[src/rtl/fixed_point_q24_8_alu_macros.svh]
// assertion macros shared by the alu rtl
`ifndef FIXED_POINT_Q24_8_ALU_MACROS_SVH
`define FIXED_POINT_Q24_8_ALU_MACROS_SVH

// same-cycle implication, checked outside reset
`define FPA_ASSERT_NOW(lbl, ck, rn, ante, cons, msg) \
  lbl: assert property (@(posedge ck) disable iff (!rn) (ante) |-> (cons)) else $error(msg);

// next-cycle implication, checked outside reset
`define FPA_ASSERT_NEXT(lbl, ck, rn, ante, cons, msg) \
  lbl: assert property (@(posedge ck) disable iff (!rn) (ante) |=> (cons)) else $error(msg);

`endif

[src/rtl/fpa_pkg.sv]
// shared types and constants for the q24.8 fixed-point alu
`default_nettype none
package fpa_pkg;

  localparam int DEF_FRAC_BITS = 8;
  localparam int DEF_WORD_BITS = 32;
  localparam int DEF_DIV_STEPS = 4;

  typedef enum logic [3:0] {
    OP_ADD     = 4'd0,
    OP_SUB     = 4'd1,
    OP_MUL     = 4'd2,
    OP_DIV     = 4'd3,
    OP_INC     = 4'd4,
    OP_DEC     = 4'd5,
    OP_CMP     = 4'd6,
    OP_MIN     = 4'd7,
    OP_MAX     = 4'd8,
    OP_FROM_INT = 4'd9,
    OP_TO_INT  = 4'd10
  } op_t;

  // status bits, less in the lowest position
  typedef struct packed {
    logic div_zero;
    logic overflow;
    logic greater;
    logic equal;
    logic less;
  } flags_t;

endpackage
`default_nettype wire

[src/rtl/fpa_div_stage.sv]
// one pipeline stage of the restoring divider, several quotient bits per stage
`default_nettype none
module fpa_div_stage #(
  parameter int WORD_BITS = fpa_pkg::DEF_WORD_BITS,
  parameter int NUM_BITS  = fpa_pkg::DEF_WORD_BITS + fpa_pkg::DEF_FRAC_BITS,
  parameter int DIV_STEPS = fpa_pkg::DEF_DIV_STEPS
) (
  input  logic                 clk,
  input  logic                 en,
  input  logic [WORD_BITS-1:0] rem_i,
  input  logic [NUM_BITS-1:0]  num_i,
  input  logic [NUM_BITS-1:0]  quo_i,
  input  logic [WORD_BITS-1:0] den_i,
  output logic [WORD_BITS-1:0] rem_o,
  output logic [NUM_BITS-1:0]  num_o,
  output logic [NUM_BITS-1:0]  quo_o,
  output logic [WORD_BITS-1:0] den_o
);
  import fpa_pkg::*;

  logic [WORD_BITS-1:0] rem_r, rem_nxt;
  logic [NUM_BITS-1:0]  num_r, num_nxt;
  logic [NUM_BITS-1:0]  quo_r, quo_nxt;
  logic [WORD_BITS-1:0] den_r;

  always_comb begin
    logic [WORD_BITS:0] trial;
    rem_nxt = rem_i;
    num_nxt = num_i;
    quo_nxt = quo_i;
    for (int j = 0; j < DIV_STEPS; j++) begin
      // remainder stays below the divisor, so the difference fits the word
      trial = {rem_nxt, num_nxt[NUM_BITS-1]};
      num_nxt = {num_nxt[NUM_BITS-2:0], 1'b0};
      if (trial >= {1'b0, den_i}) begin
        trial = trial - {1'b0, den_i};
        quo_nxt = {quo_nxt[NUM_BITS-2:0], 1'b1};
      end else begin
        quo_nxt = {quo_nxt[NUM_BITS-2:0], 1'b0};
      end
      rem_nxt = trial[WORD_BITS-1:0];
    end
  end

  always_ff @(posedge clk) begin
    if (en) begin
      rem_r <= rem_nxt;
      num_r <= num_nxt;
      quo_r <= quo_nxt;
      den_r <= den_i;
    end
  end

  assign rem_o = rem_r;
  assign num_o = num_r;
  assign quo_o = quo_r;
  assign den_o = den_r;

endmodule
`default_nettype wire

[config.mk]
export PLATFORM = sky130hd
export DESIGN_NAME = fpa_div_stage
export DESIGN_NICKNAME = d
export VERILOG_FILES = /design/src/rtl/fixed_point_q24_8_alu_macros.svh /design/src/rtl/fpa_pkg.sv /design/src/rtl/fpa_div_stage.sv
export SDC_FILE = /design/constraint.sdc
export NUM_CORES = 1
export LEC_CHECK = 0
export BUFFER_PORTS_ARGS = -buffer_cell sky130_fd_sc_hd__buf_4
export CORE_MARGIN = 3
export CORE_UTILIZATION = 35
export CTS_BUF_LIST = sky130_fd_sc_hd__clkbuf_8 sky130_fd_sc_hd__clkbuf_16
export DETAILED_ROUTE_END_ITERATION = 8
export PLACE_DENSITY_LB_ADDON = 0.3
export SLEW_MARGIN = 20
export SYNTH_ARGS = -nofsm -noshare
export SYNTH_HDL_FRONTEND = slang
export SYNTH_SLANG_ARGS = --single-unit
[constraint.sdc]
create_clock -name clk -period 26.5 [get_ports clk]
set_input_delay 3.975 -clock clk [delete_from_list [all_inputs] [get_ports clk]]
set_output_delay 3.975 -clock clk [all_outputs]
set_load 0.02 [all_outputs]
==> results of run 1 <==
==> per-stage QoR <==
stage	setup slack (ns)	cells	utilization	hold WS, ns
floorplan	11.17	1228	-	4.07
global placement	8.93	1930	0.434	4.15
detailed placement	8.86	1930	0.434	4.15
CTS	9.24	1962	0.452	3.70
global route	8.35	1962	0.452	3.69
finish	9.28	1962	0.452	3.72
==> layout by cell type (no fill, tap or decap), types with 10 or more instances in the layout <==
| master | n |
|---|---|
| a211oi_1 | 12 |
| a21o_1 | 45 |
| a21oi_1 | 121 |
| a31oi_1 | 11 |
| and3_1 | 10 |
| buf_4 | 285 |
| clkbuf_16 | 17 |
| edfxtp_1 | 140 |
| ha_1 | 128 |
| inv_1 | 73 |
| mux2_2 | 60 |
| mux2_4 | 29 |
| mux2i_1 | 10 |
| nand2_1 | 60 |
| nand2b_1 | 18 |
| nand3_1 | 19 |
| nand4_1 | 13 |
| nor2_1 | 92 |
| nor2b_1 | 15 |
| nor3_1 | 25 |
| o211ai_1 | 11 |
| o21a_1 | 14 |
| o21ai_0 | 62 |
| o21bai_1 | 17 |
| xnor2_1 | 77 |
| xor2_1 | 26 |
==> metal layers <==
| layer | up-vias | wire length (µm) | track usage |
|---|---|---|---|
| li1 | 5151 | - | - |
| met1 | 4871 | 16000 | 0.240 |
| met2 | 318 | 16500 | 0.315 |
| met3 | 36 | 2470 | 0.0360 |
| met4 | 0 | 668 | 0.0560 |
| met5 | - | 0 | 0 |
==> final cells by class <==
| type | instances | share of cell area |
|---|---|---|
| Clock inverter | 15 | 0.0112 |
| Inverter | 74 | 0.0181 |
| Timing Repair Buffer | 286 | 0.140 |
| Multi-Input combinational cell | 982 | 0.492 |
| Tap cell | 448 | 0.0366 |
| Clock buffer | 17 | 0.0277 |
| Sequential cell | 140 | 0.274 |
==> power by group through the flow <==
stage | registers, mW | clock network, mW | logic (mW)
after floorplan | 0.410 | 0 | 1.19
after global placement | 0.355 | 0 | 1.54
after detailed placement | 0.357 | 0 | 1.56
after CTS | 0.352 | 0.249 | 1.57
after global routing | 0.355 | 0.259 | 1.72
final | 0.351 | 0.240 | 1.57
==> registers in the layout (all words and copies together) (netlist names) <==
name / cells
quo_o: 40
den_o: 32
num_o: 36
rem_o: 32
==> kinds of logic (layout without fill, tap and decap cells) <==
kind of cell / Yosys count / count (layout) / synth area share
multiplexers: 99 / 99 / 0.0993
buffers and inverters: 106 / 392 / 0.0376
XOR/XNOR: 103 / 103 / 0.0740
flip-flops: 140 / 140 / 0.345
other: 1 / 4 / 0.000308
AND/OR/NAND/NOR: 284 / 284 / 0.113
AO/OA/AOI/OAI: 360 / 360 / 0.193
adder cells (fa/ha/maj): 132 / 132 / 0.138
==> how the worst max path moves through the flow <==
stage                                endpoint
after floorplan           rem_o[10]$_DFFE_PP_
after global placement    rem_o[12]$_DFFE_PP_
after detailed placement  rem_o[23]$_DFFE_PP_
after CTS                 rem_o[23]$_DFFE_PP_
after global routing      rem_o[14]$_DFFE_PP_
final                     rem_o[15]$_DFFE_PP_
==> metrics.cfg, run 1 <==
[outcome]
outcome = finished clean

[sta]
fmax_ghz = 0.0581
drv_slew = 0
timing.final.crit_share = 0.650
worstMarginPinSlew_ns = 0.932
rsz0062_at_grt = no
maxSlewHeadroom = 0.379
setup_tns_ns = 0
setup-violations-final = 0
finalHoldViolCount = 0
final.min_clock_period_ns = 17.22

[yosys]
synth_cell_types = 77
synth_area_um2 = 12200
synth_flop_cell = edfxtp_1
netlist_instances = 1225
synth-edff-count = 140
seq_area_frac_synth = 0.345
synth_top_cell_area_share = 0.345
synth-seq-cells = 140
syn-mean-instance-area_um2 = 9.95
yosysMostFrequentCell = edfxtp_1
synth_top_area_cell = edfxtp_1
synthTopCellsByArea = edfxtp_1 34%, ha_1 13%, mux2_2 5.5%
synth_commonest_cells = 140 x edfxtp_1, 128 x ha_1, 121 x a21oi_1
synth_warnings = 0
async_flop_share = 0

[cts]
postCtsSetupBuffers = 0
htree_num_levels = 4
cts_tree = done
cts.sinks = 140
root_buffer = clkbuf_16
clock_path_buffers = 2
hold_buffers = 0
numCtsBuffers = 17
cts_resized = 0
path_clk_slew_ns = 0.07

[die]
die_h_um = 193
initial_core_util = 0.359
dieArea_um2 = 37100
io_pins = 290
chipWidth_um = 193
core_um2 = 34000
rows = 67

[power]
vdd_drop_max_v = 0.0000623
powerDensity_nw_per_um2 = 141
intPower_mw = 1.26
clkPwrFrac = 0.111
power_frac_comb = 0.726
finalPower_mw = 2.16
p_sw_frac = 0.417
p_leak_nw = 6.75
pwr-share-seq = 0.162
p_switching_mw = 0.900

[place]
gp_congestion = 0.965
placed_area_um2 = 14700
io_buffers = 281
dp_hpwl_um = 29200

[grt]
grt_util_all_layers = 0.186
grt_overflow = 0
grt_pass1_wl_um = 53700
antenna_found_initial = 0
grt_max_degree = 78
grt_pass1_vias = 10100

[hold_path]
hold_end = quo_o[13]$_DFFE_PP_
hold_path_class = input pin to flip-flop
hp-start = quo_i[9]
hold_depth = 1

[worst_setup_path]
cp_slowest_cell = clkinv_1
crit_path_start_kind = input pin
critical_path.n_buffers_inverters = 8
startpoint = den_i[4]
setup.worst_path.end_class = flip-flop
cp_top_family = compound AO/OA/AOI/OAI gates
worstSetupPathType = input pin to flip-flop
cp_slowest_stage_delay_ns = 0.61
path_max_fanout = 45
required_ns = 26.67
cp.arrival_ns = 17.39
worst-path-stages = 51

[routing]
vias_per_cell = 5.29
wl_per_cell_um = 18.1
wirelength_um = 35600
drcViolationCount = 0
drtPass1Iterations = 5
drtAntennaViolNets = 0
via_count = 10400
drt-initial-drc-count = 539

[finish]
regArea_um2 = 4200
nets = 1779
drive_gt1_frac = 0.279
diodes = 0
multi_input_area_um2 = 7540
fillers = 3234
syn2layout_area_growth_pct = 25.7
final_area_um2 = 15300

[run]
max_cap_violations = 0

Power figures use the tool's default switching activity.
==> inputs of run 2 (changes only) <==
==> constraint.sdc (replaced) <==
create_clock -name clk -period 14.6 [get_ports clk]
set_input_delay 2.19 -clock clk [delete_from_list [all_inputs] [get_ports clk]]
set_output_delay 2.19 -clock clk [all_outputs]
set_load 0.02 [all_outputs]
==> metrics.cfg, run 2 (synthesis gave the netlist of run 1 again) <==
[sta]
setup_slack_ns = 0.782  ; was 9.28 ns
timing.final.crit_share = 0.946
final.min_clock_period_ns = 13.82
setup-violations-final = 0  ; unchanged
drv_slew = 0  ; unchanged
setup_tns_ns = 0  ; unchanged
maxSlewHeadroom = 0.352  ; was 0.379
rsz0062_at_grt = no  ; unchanged
fmax_ghz = 0.0724
worstMarginPinSlew_ns = 0.973  ; was 0.932 ns
finalHoldViolCount = 0  ; unchanged

[power]
vdd_drop_max_v = 0.000127  ; was 0.0000623 V
p_leak_nw = 6.97  ; was 6.75 nW
finalPower_mw = 4.08  ; was 2.16 mW
powerDensity_nw_per_um2 = 260  ; was 141 nW/µm²

[cts]
hold_buffers = 0  ; unchanged
cts_tree = done  ; unchanged
numCtsBuffers = 17  ; unchanged
cts.sinks = 140  ; unchanged
path_clk_slew_ns = 0.07  ; about the same
postCtsSetupBuffers = 0  ; unchanged
root_buffer = clkbuf_16  ; unchanged
cts_resized = 0  ; unchanged
htree_num_levels = 4  ; unchanged
clock_path_buffers = 2  ; unchanged

[grt]
grt_pass1_wl_um = 54200  ; was 53700 µm
grt_pass1_vias = 10100  ; about the same
grt_overflow = 0  ; unchanged
grt_max_degree = 80  ; was 78
grt_util_all_layers = 0.189  ; was 0.186
antenna_found_initial = 1  ; was 0

[finish]
syn2layout_area_growth_pct = 28.6  ; was 25.7%
drive_gt1_frac = 0.298  ; was 0.279
final_common_cell = buf_4  ; unchanged
diodes = 0  ; unchanged
regArea_um2 = 4200  ; unchanged
fillers = 3251  ; was 3234
nets = 1821  ; was 1779
largest_register_ffs = 40  ; unchanged
multi_input_area_um2 = 7540  ; unchanged
final_cell_mix = 323 x buf_4, 140 x edfxtp_1, 128 x ha_1  ; was 285 x buf_4, 140 x edfxtp_1, 128 x ha_1

[die]
initial_core_util = 0.359  ; unchanged
rows = 67  ; unchanged
dieArea_um2 = 37100  ; unchanged
io_pins = 290  ; unchanged
die_h_um = 193  ; unchanged
core_um2 = 34000  ; unchanged
chipWidth_um = 193  ; unchanged

[routing]
via_count = 10600  ; was 10400
wl_per_cell_um = 18.1  ; about the same
vias_per_cell = 5.28  ; was 5.29
drtPass1Iterations = 5  ; unchanged
drtAntennaViolNets = 0  ; unchanged
drcViolationCount = 0  ; unchanged
wirelength_um = 36400  ; was 35600 µm
drt-initial-drc-count = 599  ; was 539

[worst_setup_path]
cp_top_family = compound AO/OA/AOI/OAI gates  ; unchanged
setup.worst_path.end_class = flip-flop  ; unchanged
required_ns = 14.77  ; was 26.67 ns
cp_slowest_cell = nor4b_1  ; was clkinv_1
cp_slowest_stage_delay_ns = 0.61  ; about the same
worstSetupPathType = input pin to flip-flop  ; unchanged
cp.arrival_ns = 13.98  ; was 17.39 ns
crit_path_start_kind = input pin  ; unchanged
crit_top_cell = o21ai_0
critical_path.n_buffers_inverters = 9  ; was 8
path_max_fanout = 44  ; was 45

[place]
pre_cts_slack_ns = 0.622  ; was 8.86 ns
gp_congestion = 0.933  ; was 0.965
io_buffers = 281  ; unchanged
dp_hpwl_um = 29900  ; was 29200 µm

[run]
max_cap_violations = 0  ; unchanged

[outcome]
outcome = finished clean  ; unchanged

[hold_path]
hold_path_class = input pin to flip-flop  ; unchanged

==> run 2: cell types whose count changed in the layout (fill, tap and decap cells not counted) <==
cell / change
buf_4: +38
buf_12: +4
clkinvlp_4: -2
clkinv_1: +1
clkinv_2: +1
clkinv_4: +1
clkinv_8: -1
inv_6: +1
inv_8: -1
==> run 2: metrics by stage <==
stage,util,hold WS [ns],instances,instance area (µm²)
final,0.462,1.94,2004,15700
after global routing,0.462,1.91,2004,15700
after CTS,0.462,1.91,2004,15700
after detailed placement,0.445,2.37,1972,15100
after global placement,0.445,2.37,1972,15100
after floorplan,-,2.29,1228,12200
==> run 2: path summary, 6_finish.rpt <==
check	slack, ns	from	to	cells after the start
setup / recovery	0.78	den_i[11]	rem_o[26]$_DFFE_PP_	50
hold / removal	1.94	quo_i[25]	quo_o[29]$_DFFE_PP_	1
==> run 2: per-layer routing <==
metal	share of wire	global-route usage	up-vias
li1	-	-	5239
met1	0.45	0.241	4983
met2	0.46	0.317	309
met3	0.071	0.0403	44
met4	0.025	0.0633	2
met5	0.00022	0	-
==> run 2: power by group <==
group          internal [mW]  switching [mW]  leakage, nW
Clock                  0.242           0.187        0.286
Sequential             0.616          0.0199         1.37
Combinational           1.54            1.47         5.31
Total                   2.40            1.68         6.97
==> run 2: layout make-up <==
type	count	area share
multi-input cells	982	0.481
flip-flops and latches	140	0.268
repair buffers	328	0.160
well taps	448	0.0357
clock buffers	17	0.0271
inverters	74	0.0177
clock inverters	15	0.00989
==> inputs of run 3 (changes only) <==
--- a/config.mk
+++ b/config.mk
@@ -6,6 +6,7 @@
 export NUM_CORES = 1
 export LEC_CHECK = 0
 export BUFFER_PORTS_ARGS = -buffer_cell sky130_fd_sc_hd__buf_4
+export CORE_ASPECT_RATIO = 1.5
 export CORE_MARGIN = 3
 export CORE_UTILIZATION = 35
 export CTS_BUF_LIST = sky130_fd_sc_hd__clkbuf_8 sky130_fd_sc_hd__clkbuf_16
==> metrics.cfg, run 3 (synthesis gave the netlist of run 1 again) <==
[outcome]
outcome = finished clean  ; unchanged

[routing]
wl_per_cell_um = 19.1  ; was 18.1 µm
vias_per_cell = 5.38  ; was 5.28
drtPass1Iterations = 6  ; was 5
drcViolationCount = 0  ; unchanged
drt-initial-drc-count = 618  ; was 599
drtAntennaViolNets = 0  ; unchanged
wirelength_um = 37600  ; was 36400 µm
via_count = 10600  ; about the same

[finish]
final_cell_mix = 310 x buf_4, 140 x edfxtp_1, 128 x ha_1  ; was 323 x buf_4, 140 x edfxtp_1, 128 x ha_1
diodes = 0  ; unchanged
drive_gt1_frac = 0.292  ; was 0.298
largest_register_ffs = 40  ; unchanged
final_common_cell = buf_4  ; unchanged
fillers = 3314  ; was 3251
syn2layout_area_growth_pct = 27.7  ; was 28.6%
nets = 1808  ; was 1821
final_area_um2 = 15600  ; was 15700 µm²

[worst_setup_path]
cp_slowest_stage_delay_ns = 0.46  ; was 0.61 ns
worstSetupPathType = input pin to flip-flop  ; unchanged
cp_slowest_cell = ha_1  ; was nor4b_1
cp.arrival_ns = 13.99  ; was 13.98 ns
cp_top_family = compound AO/OA/AOI/OAI gates  ; unchanged
required_ns = 14.78  ; was 14.77 ns
critical_path.n_buffers_inverters = 8  ; was 9
setup.worst_path.end_class = flip-flop  ; unchanged
crit_path_start_kind = input pin  ; unchanged
path_max_fanout = 33  ; was 44
worst-path-stages = 50  ; unchanged

[sta]
setup_slack_ns = 0.793  ; was 0.782 ns
maxSlewHeadroom = 0.481  ; was 0.352
fmax_ghz = 0.0724  ; about the same
rsz0062_at_grt = no  ; unchanged
setup_tns_ns = 0  ; unchanged
finalHoldViolCount = 0  ; unchanged
drv_slew = 0  ; unchanged
hold_ws_ns = 1.93  ; was 1.94 ns
setup-violations-final = 0  ; unchanged
timing.final.crit_share = 0.946  ; about the same
worstMarginPinSlew_ns = 0.778  ; was 0.973 ns
final.min_clock_period_ns = 13.81  ; was 13.82 ns

[run]
max_cap_violations = 0  ; unchanged

[hold_path]
hold_path_class = input pin to flip-flop  ; unchanged
hold_depth = 1  ; unchanged
hold_end = num_o[30]$_DFFE_PP_  ; was quo_o[29]$_DFFE_PP_
hp-start = num_i[26]  ; was quo_i[25]

[place]
gp_congestion = 0.920  ; was 0.933
placed_area_um2 = 15000  ; was 15100 µm²
dp_hpwl_um = 30800  ; was 29900 µm
pre_cts_slack_ns = 0.510  ; was 0.622 ns
io_buffers = 281  ; unchanged

[die]
chipWidth_um = 158  ; was 193 µm
core_um2 = 34300  ; was 34000 µm²
initial_core_util = 0.356  ; was 0.359
dieArea_um2 = 37200  ; was 37100 µm²
rows = 83  ; was 67
io_pins = 290  ; unchanged
die_h_um = 235  ; was 193 µm

[cts]
htree_num_levels = 4  ; unchanged
postCtsSetupBuffers = 0  ; unchanged
cts_tree = done  ; unchanged
cts.sinks = 140  ; unchanged
root_buffer = clkbuf_16  ; unchanged
path_clk_slew_ns = 0.08  ; was 0.07 ns
hold_buffers = 0  ; unchanged
clock_path_buffers = 2  ; unchanged
cts_resized = 0  ; unchanged
numCtsBuffers = 17  ; unchanged

[grt]
grt_pass1_vias = 10500  ; was 10100
grt_pass1_wl_um = 56500  ; was 54200 µm
grt_max_degree = 84  ; was 80
grt_util_all_layers = 0.197  ; was 0.189
grt_overflow = 0  ; unchanged
antenna_found_initial = 1  ; unchanged

[power]
powerDensity_nw_per_um2 = 259  ; was 260 nW/µm²
vdd_drop_max_v = 0.000152  ; was 0.000127 V
p_leak_nw = 6.91  ; was 6.97 nW

[run 3: worst max path at each step]
stage | startpoint | end
3_5_place_dp | den_i[10] | rem_o[18]$_DFFE_PP_
3_3_place_gp | den_i[10] | rem_o[18]$_DFFE_PP_
4_1_cts | den_i[10] | rem_o[18]$_DFFE_PP_
2_1_floorplan | den_i[11] | rem_o[10]$_DFFE_PP_
6_report | den_i[10] | rem_o[30]$_DFFE_PP_
5_1_grt | den_i[1] | rem_o[26]$_DFFE_PP_
[run 3: through the flow]
stage	power, mW	utilization	instances
floorplan	2.91	-	1228
global placement	3.54	0.437	1936
detailed placement	3.57	0.437	1936
CTS	4.05	0.454	1968
global route	4.34	0.454	1968
finish	4.03	0.454	1968
[run 3: where the power goes]
group          total, mW  internal [mW]  switching (mW)
Combinational       2.95           1.47            1.48
Sequential         0.635          0.616          0.0191
Clock              0.447          0.245           0.202
[run 3: per-layer routing]
layer,vias up,global-route usage,share of wire
li1,5207,-,-
met1,4925,0.192,0.34
met2,354,0.372,0.53
met3,110,0.0275,0.045
met4,0,0.133,0.077
met5,-,0,0
[run 3: area by class of cell]
class,instances,area (µm²),area share
sequential,140,4200,0.270
tap,425,532,0.0341
clock inverter,15,171,0.0110
multi-input combinational,982,7540,0.484
clock buffer,17,425,0.0273
timing repair buffer,315,2420,0.155
inverter,74,278,0.0178
